==> src/design/trixf_pkg.sv <==
// shared types, constants and arithmetic helpers of the triangle transform block
// no dependencies
`default_nettype none

package trixf_pkg;

   localparam int COORD_W   = 32;
   localparam int FRAC_W    = 16;
   localparam int CSR_W     = 64;
   localparam int CSR_IDX_W = 3;
   localparam int NUM_CSR   = 6;
   localparam int PART_W    = 2;
   localparam int IDX_W     = 32;
   localparam int OPND_W    = COORD_W + 1;
   localparam int PROD_W    = 2 * OPND_W;
   localparam int ACC_W     = PROD_W + 2;
   localparam int TOP_W     = ACC_W - (COORD_W - 1 + FRAC_W);

   // record part codes
   localparam logic [PART_W-1:0] PART_NORMAL = 2'd0;
   localparam logic [PART_W-1:0] PART_V1     = 2'd1;
   localparam logic [PART_W-1:0] PART_V2     = 2'd2;
   localparam logic [PART_W-1:0] PART_V3     = 2'd3;

   // reset values give the identity matrix
   localparam logic [CSR_W-1:0] CSR_RESET [NUM_CSR] = '{
      64'h0000_0000_0001_0000, 64'h0, 64'h0001_0000_0000_0000,
      64'h0, 64'h0, 64'h0000_0000_0001_0000};

   typedef logic signed [COORD_W-1:0] coord_type;
   typedef logic [NUM_CSR-1:0][CSR_W-1:0] csr_bank_type;

   typedef struct packed {
      coord_type a_x, a_y, a_z;
      coord_type b_x, b_y, b_z;
      coord_type c_x, c_y, c_z;
      logic [IDX_W-1:0] facet;
   } qent_type;

   // matrix coefficient m[r][c], c = 3 is the translation
   function automatic coord_type coef(input csr_bank_type bank,
                                      input logic [1:0] r, input logic [1:0] c);
      logic [2:0]       idx;
      logic [CSR_W-1:0] word;
      idx  = {r, 1'b0} + {2'b00, c[1]};
      word = bank[idx];
      return c[0] ? word[CSR_W-1:COORD_W] : word[COORD_W-1:0];
   endfunction

   // arithmetic shift right by the fraction bits, then saturate
   function automatic coord_type rescale_sat(input logic signed [ACC_W-1:0] a);
      logic [TOP_W-1:0] top;
      top = a[ACC_W-1:COORD_W-1+FRAC_W];
      if (top == '0 || top == '1)
         return a[COORD_W-1+FRAC_W:FRAC_W];
      else if (a[ACC_W-1])
         return {1'b1, {(COORD_W-1){1'b0}}};
      else
         return {1'b0, {(COORD_W-1){1'b1}}};
   endfunction

   // cross product term order: row r, term t gives u[ui] * w[wi]
   function automatic logic [1:0] nrm_u_idx(input logic [1:0] r, input logic t);
      logic [2:0] s;
      s = {1'b0, r} + 3'd1 + {2'b00, t};
      return (s >= 3'd3) ? 2'(s - 3'd3) : s[1:0];
   endfunction

   function automatic logic [1:0] nrm_w_idx(input logic [1:0] r, input logic t);
      logic [2:0] s;
      s = {1'b0, r} + 3'd2 - {2'b00, t};
      return (s >= 3'd3) ? 2'(s - 3'd3) : s[1:0];
   endfunction

endpackage

`default_nettype wire

==> src/design/trixf_if.sv <==
// channel interfaces of the triangle transform block: request, response, csr write
// depends on trixf_pkg
`default_nettype none

interface trixf_req_if;
   logic valid;
   logic ready;
   trixf_pkg::coord_type a_x, a_y, a_z, b_x, b_y, b_z, c_x, c_y, c_z;
   modport source (output valid, a_x, a_y, a_z, b_x, b_y, b_z, c_x, c_y, c_z,
                   input ready);
   modport sink (input valid, a_x, a_y, a_z, b_x, b_y, b_z, c_x, c_y, c_z,
                 output ready);
endinterface


`default_nettype wire

==> src/design/trixf_front.sv <==
// front end: accepts triangle beats, tags them with the facet index, queues them
// depends on trixf_pkg and trixf_if
`default_nettype none

module trixf_front (
   input  wire logic          clock,
   input  wire logic          reset,
   trixf_req_if.sink          req_ch,
   output trixf_pkg::qent_type q_head,
   output logic               q_vld,
   input  wire logic          q_pop
);

   trixf_pkg::qent_type mem_ff [2];
   logic                      wr_ptr_ff, wr_ptr_in;
   logic                      rd_ptr_ff, rd_ptr_in;
   logic [1:0]                cnt_ff, cnt_in;
   logic [trixf_pkg::IDX_W-1:0] facet_ff, facet_in;
   logic                      push;
   logic                      pop;

   assign req_ch.ready = (cnt_ff != 2'd2);
   assign push = req_ch.valid && req_ch.ready;
   assign pop  = q_pop && q_vld;
   assign q_vld  = (cnt_ff != 2'd0);
   assign q_head = mem_ff[rd_ptr_ff];

   // pointer, count and facet counter update
   always_comb begin
      wr_ptr_in = push ? ~wr_ptr_ff : wr_ptr_ff;
      rd_ptr_in = pop ? ~rd_ptr_ff : rd_ptr_ff;
      facet_in  = push ? facet_ff + 32'd1 : facet_ff;
      cnt_in    = cnt_ff + {1'b0, push} - {1'b0, pop};
   end

   always_ff @(posedge clock) begin
      if (reset) begin
         wr_ptr_ff <= 1'b0;
         rd_ptr_ff <= 1'b0;
         cnt_ff    <= 2'd0;
         facet_ff  <= '0;
      end else begin
         wr_ptr_ff <= wr_ptr_in;
         rd_ptr_ff <= rd_ptr_in;
         cnt_ff    <= cnt_in;
         facet_ff  <= facet_in;
      end
   end

   // queue storage
   always_ff @(posedge clock) begin
      if (push) begin
         mem_ff[wr_ptr_ff] <= '{a_x: req_ch.a_x, a_y: req_ch.a_y, a_z: req_ch.a_z,
                                b_x: req_ch.b_x, b_y: req_ch.b_y, b_z: req_ch.b_z,
                                c_x: req_ch.c_x, c_y: req_ch.c_y, c_z: req_ch.c_z,
                                facet: facet_ff};
      end
   end

endmodule

`default_nettype wire

==> src/flat_wrapper.sv <==
// flat-port wrapper written by rule: the top's interface ports become plain ports
module trixf_front_flat 
  (clock, reset, q_head, q_vld, q_pop, req_ch_valid, req_ch_a_x, req_ch_a_y, req_ch_a_z, req_ch_b_x, req_ch_b_y, req_ch_b_z, req_ch_c_x, req_ch_c_y, req_ch_c_z, req_ch_ready);
  trixf_req_if req_ch_i ();
  input  wire logic clock;
  input  wire logic reset;
  output trixf_pkg::qent_type q_head;
  output logic q_vld;
  input  wire logic q_pop;
  input wire logic [$bits(req_ch_i.valid)-1:0] req_ch_valid;
  input wire logic [$bits(req_ch_i.a_x)-1:0] req_ch_a_x;
  input wire logic [$bits(req_ch_i.a_y)-1:0] req_ch_a_y;
  input wire logic [$bits(req_ch_i.a_z)-1:0] req_ch_a_z;
  input wire logic [$bits(req_ch_i.b_x)-1:0] req_ch_b_x;
  input wire logic [$bits(req_ch_i.b_y)-1:0] req_ch_b_y;
  input wire logic [$bits(req_ch_i.b_z)-1:0] req_ch_b_z;
  input wire logic [$bits(req_ch_i.c_x)-1:0] req_ch_c_x;
  input wire logic [$bits(req_ch_i.c_y)-1:0] req_ch_c_y;
  input wire logic [$bits(req_ch_i.c_z)-1:0] req_ch_c_z;
  output wire logic [$bits(req_ch_i.ready)-1:0] req_ch_ready;
  assign req_ch_i.valid = req_ch_valid;
  assign req_ch_i.a_x = req_ch_a_x;
  assign req_ch_i.a_y = req_ch_a_y;
  assign req_ch_i.a_z = req_ch_a_z;
  assign req_ch_i.b_x = req_ch_b_x;
  assign req_ch_i.b_y = req_ch_b_y;
  assign req_ch_i.b_z = req_ch_b_z;
  assign req_ch_i.c_x = req_ch_c_x;
  assign req_ch_i.c_y = req_ch_c_y;
  assign req_ch_i.c_z = req_ch_c_z;
  assign req_ch_ready = req_ch_i.ready;
  trixf_front u_core (.clock(clock), .reset(reset), .req_ch(req_ch_i), .q_head(q_head), .q_vld(q_vld), .q_pop(q_pop));
endmodule
==> config.mk <==
export PLATFORM = sky130hd
export DESIGN_NAME = trixf_front_flat
export DESIGN_NICKNAME = d
export VERILOG_FILES = /design/src/design/trixf_pkg.sv /design/src/design/trixf_if.sv /design/src/design/trixf_front.sv /design/src/flat_wrapper.sv
export SDC_FILE = /design/constraint.sdc
export NUM_CORES = 1
export LEC_CHECK = 0
export CORE_ASPECT_RATIO = 0.8
export CORE_MARGIN = 2
export CORE_UTILIZATION = 40
export DETAILED_ROUTE_END_ITERATION = 16
export DONT_BUFFER_PORTS = 1
export RECOVER_POWER = 100
export SYNTH_ARGS = -nofsm -noshare
export SYNTH_HDL_FRONTEND = slang
export SYNTH_SLANG_ARGS = --single-unit
==> constraint.sdc <==
create_clock -name clock -period 17.8 [get_ports clock]
set_input_delay 2.67 -clock clock [delete_from_list [all_inputs] [get_ports clock]]
set_output_delay 2.67 -clock clock [all_outputs]
set_load 0.02 [all_outputs]
==> results.tsv <==
metric	value	unit
iteration count of the initial detailed-routing pass	5	
total power	4.49	mW
final instance area	27900	um^2
WHS	0.476	ns
main area contributors after synthesis	edfxtp_1, mux2_2, dfxtp_1	
Critical Path RT	17.73	ns
Yosys cell types	34	
post-cts sizing count	0	
CTS clk-pin slew, worst paths	0.06	ns
fin worst setup slack	6.73	ns
die height	227	um
initial core utilization	40.6	%
final core utilization	45.5	%
Leakage	9.03	nW
Synth Instances	1217	
htree depth	3	
crit path max fanout	159	
DP HPWL	34100	um
DR WL/cell	24.3	um
antenna violations before repair	0	
Diodes inserted	0	
final setup fails	0	
worst slack, placed	11.87	ns
Setup TNS	0	ns
Final period util	62.2	%
gpl congestion	0.810	
cell with the most instances after synthesis	edfxtp_1	
fin nets	1544	
startpoint types	primary input	
Yosys reg bits	677	
Peak Freq	90.3	MHz
clk buf depth	3	
max incr delay on CP	6.18	ns
hold buffer count at cts	0	
Cell Pwr Density	161	nW/um^2
status	complete, but fails checks	
WL final	51700	um
Synth top area share	77.1	%
row count	81	
Worst Path Arrival	11.00	ns
All-Layer GR Usage	15.1	%
Post-DP Area	25800	um^2
Synthesized Nets	1512	
area of the multi-input gates	4670	um^2
fillers	5173	
CP Cell Sequence	nand2_1 -> nor2_1 -> clkbuf_1	
clock sink count	677	
cell family with most CP delay	buffers and inverters	
DR iter-0 viols	816	
I/O Buffers	0	
Core Box Area	61400	um^2
number of flops mapped to enable cells by yosys	640	
vias in the first global route	10813	
Vias/cell	5.13	
post-route ant nets	0	
register area share after synthesis	80.1	%
Area Growth Syn to Fin	12.0	%
Primary FF master, synth	edfxtp_1	
Die Wd	283	um
Crit Path Category	primary input to flip-flop	
CTS tree	built	
fin. max-slew vios	836	
synth warn	0	
Hold Crit Class	flip-flop to flip-flop	
Root Driver	clkbuf_16	
critical path's slowest cell	clkbuf_1	
unrepaired setup endpoints after global routing	false	
biggest area consumer among synthesized cells	edfxtp_1	
postcts setup bufs	0	
Final Non-Filler Cells	2129	
clk_lat worst skew	0.60	ns
first-pass GRT wire length	72400	um
die footprint	64300	um^2
Async SR Flop Fraction	0	%
VDD IR max	0.108	mV
largest net degree at the start of global routing	160	
Sequential Area	20000	um^2
Residual DRC	0	
placed insts	2008	
IO Pins	614	
CTS Buf Count	69	
Final Hold Viols	0	
Slew @ Worst Pin	9.07	ns
Max Cap Viol	12	
failing checks	max-capacitance violations, max-slew violations	
fraction of layout cells with a size suffix above 1	9.01	%
Slew headroom	-504	%
Mapped Area	24900	um^2
grt total ovfl	0	
via count	10915	
mean area per synthesized cell	20.5	um^2
Tmin final	11.07	ns
Setup crit end kind	flip-flop	
Final Skew	0.0168	ns
commonest cells in the netlist	edfxtp_1, mux2_2, dfxtp_1, buf_2, nor2_1	
critical path buffer and inverter count	1	
==> cell families after synthesis <==
kind of cell	after synthesis	synth area share, %
flops	677	80.1
mux	336	15.2
simple gates	118	2.71
buf+inv	56	1.10
compound gates	15	0.361
xor+xnor	12	0.422
fa+ha+maj	3	0.151
==> final timing paths <==
check / from / end / slack (ns) / cells after the start
worst max-delay path: req_ch_valid / u_core.mem_ff[0][46]$_DFFE_PP_ / 6.73 / 3
worst max register to register: u_core.cnt_ff[0]$_SDFF_PP0_ / u_core.mem_ff[0][46]$_DFFE_PP_ / 7.78 / 4
worst min register to register: u_core.facet_ff[31]$_SDFFE_PP0P_ / u_core.mem_ff[1][31]$_DFFE_PP_ / 0.48 / 0
worst min-delay path: u_core.facet_ff[31]$_SDFFE_PP0P_ / u_core.mem_ff[1][31]$_DFFE_PP_ / 0.48 / 0
==> sequential cells by signal, summed over array words and instances (netlist names), named ones only <==
register and cells:
u_core.facet_ff 32, u_core.rd_ptr_ff 1, u_core.wr_ptr_ff 1, u_core.mem_ff 640, u_core.cnt_ff 2
==> cells in the final DEF, fill, tap and decap left out, types with 5 or more instances in the layout <==
cell type / count
mux2_2: 18
o31ai_1: 6
clkbuf_16: 72
inv_1: 6
clkbuf_8: 5
xor2_1: 10
a21oi_1: 8
nor2b_1: 17
dfxtp_1: 37
edfxtp_1: 640
and3_1: 6
nor4_1: 15
clkinv_2: 5
clkinv_1: 12
nand4_1: 9
or4_1: 6
nor2_1: 29
clkbuf_1: 25
nand3_1: 12
nand2_1: 10
mux2_1: 318
==> cell type report <==
type / instances / share of cell area, %
repair buffers: 11 / 0.175
inverters: 6 / 0.0806
well taps: 830 / 3.72
clock buffers: 93 / 6.91
flip-flops and latches: 677 / 71.5
clock inverters: 28 / 0.936
multi-input cells: 484 / 16.7
==> power by group <==
group	switching (mW)	internal [mW]
Clock	0.590	0.799
Combinational	0.730	0.225
Sequential	0.0706	2.07
Total	1.39	3.10
==> layer usage <==
metal	up-vias	global-route usage (%)	wire length, um
met5	-	0	0
met3	87	6.68	4690
li1	4848	-	-
met4	0	5.33	1370
met1	5598	16.9	18700
met2	382	25.9	26900
==> worst reg2reg max path: stages (launching register included) <==
cell and delay, ns:
dfxtp_1 0.33, nand2b_1 0.53, nand2_1 0.28, nor2_1 1.58
clkbuf_1 6.19
No activity file was read; power rests on OpenSTA's default activity.
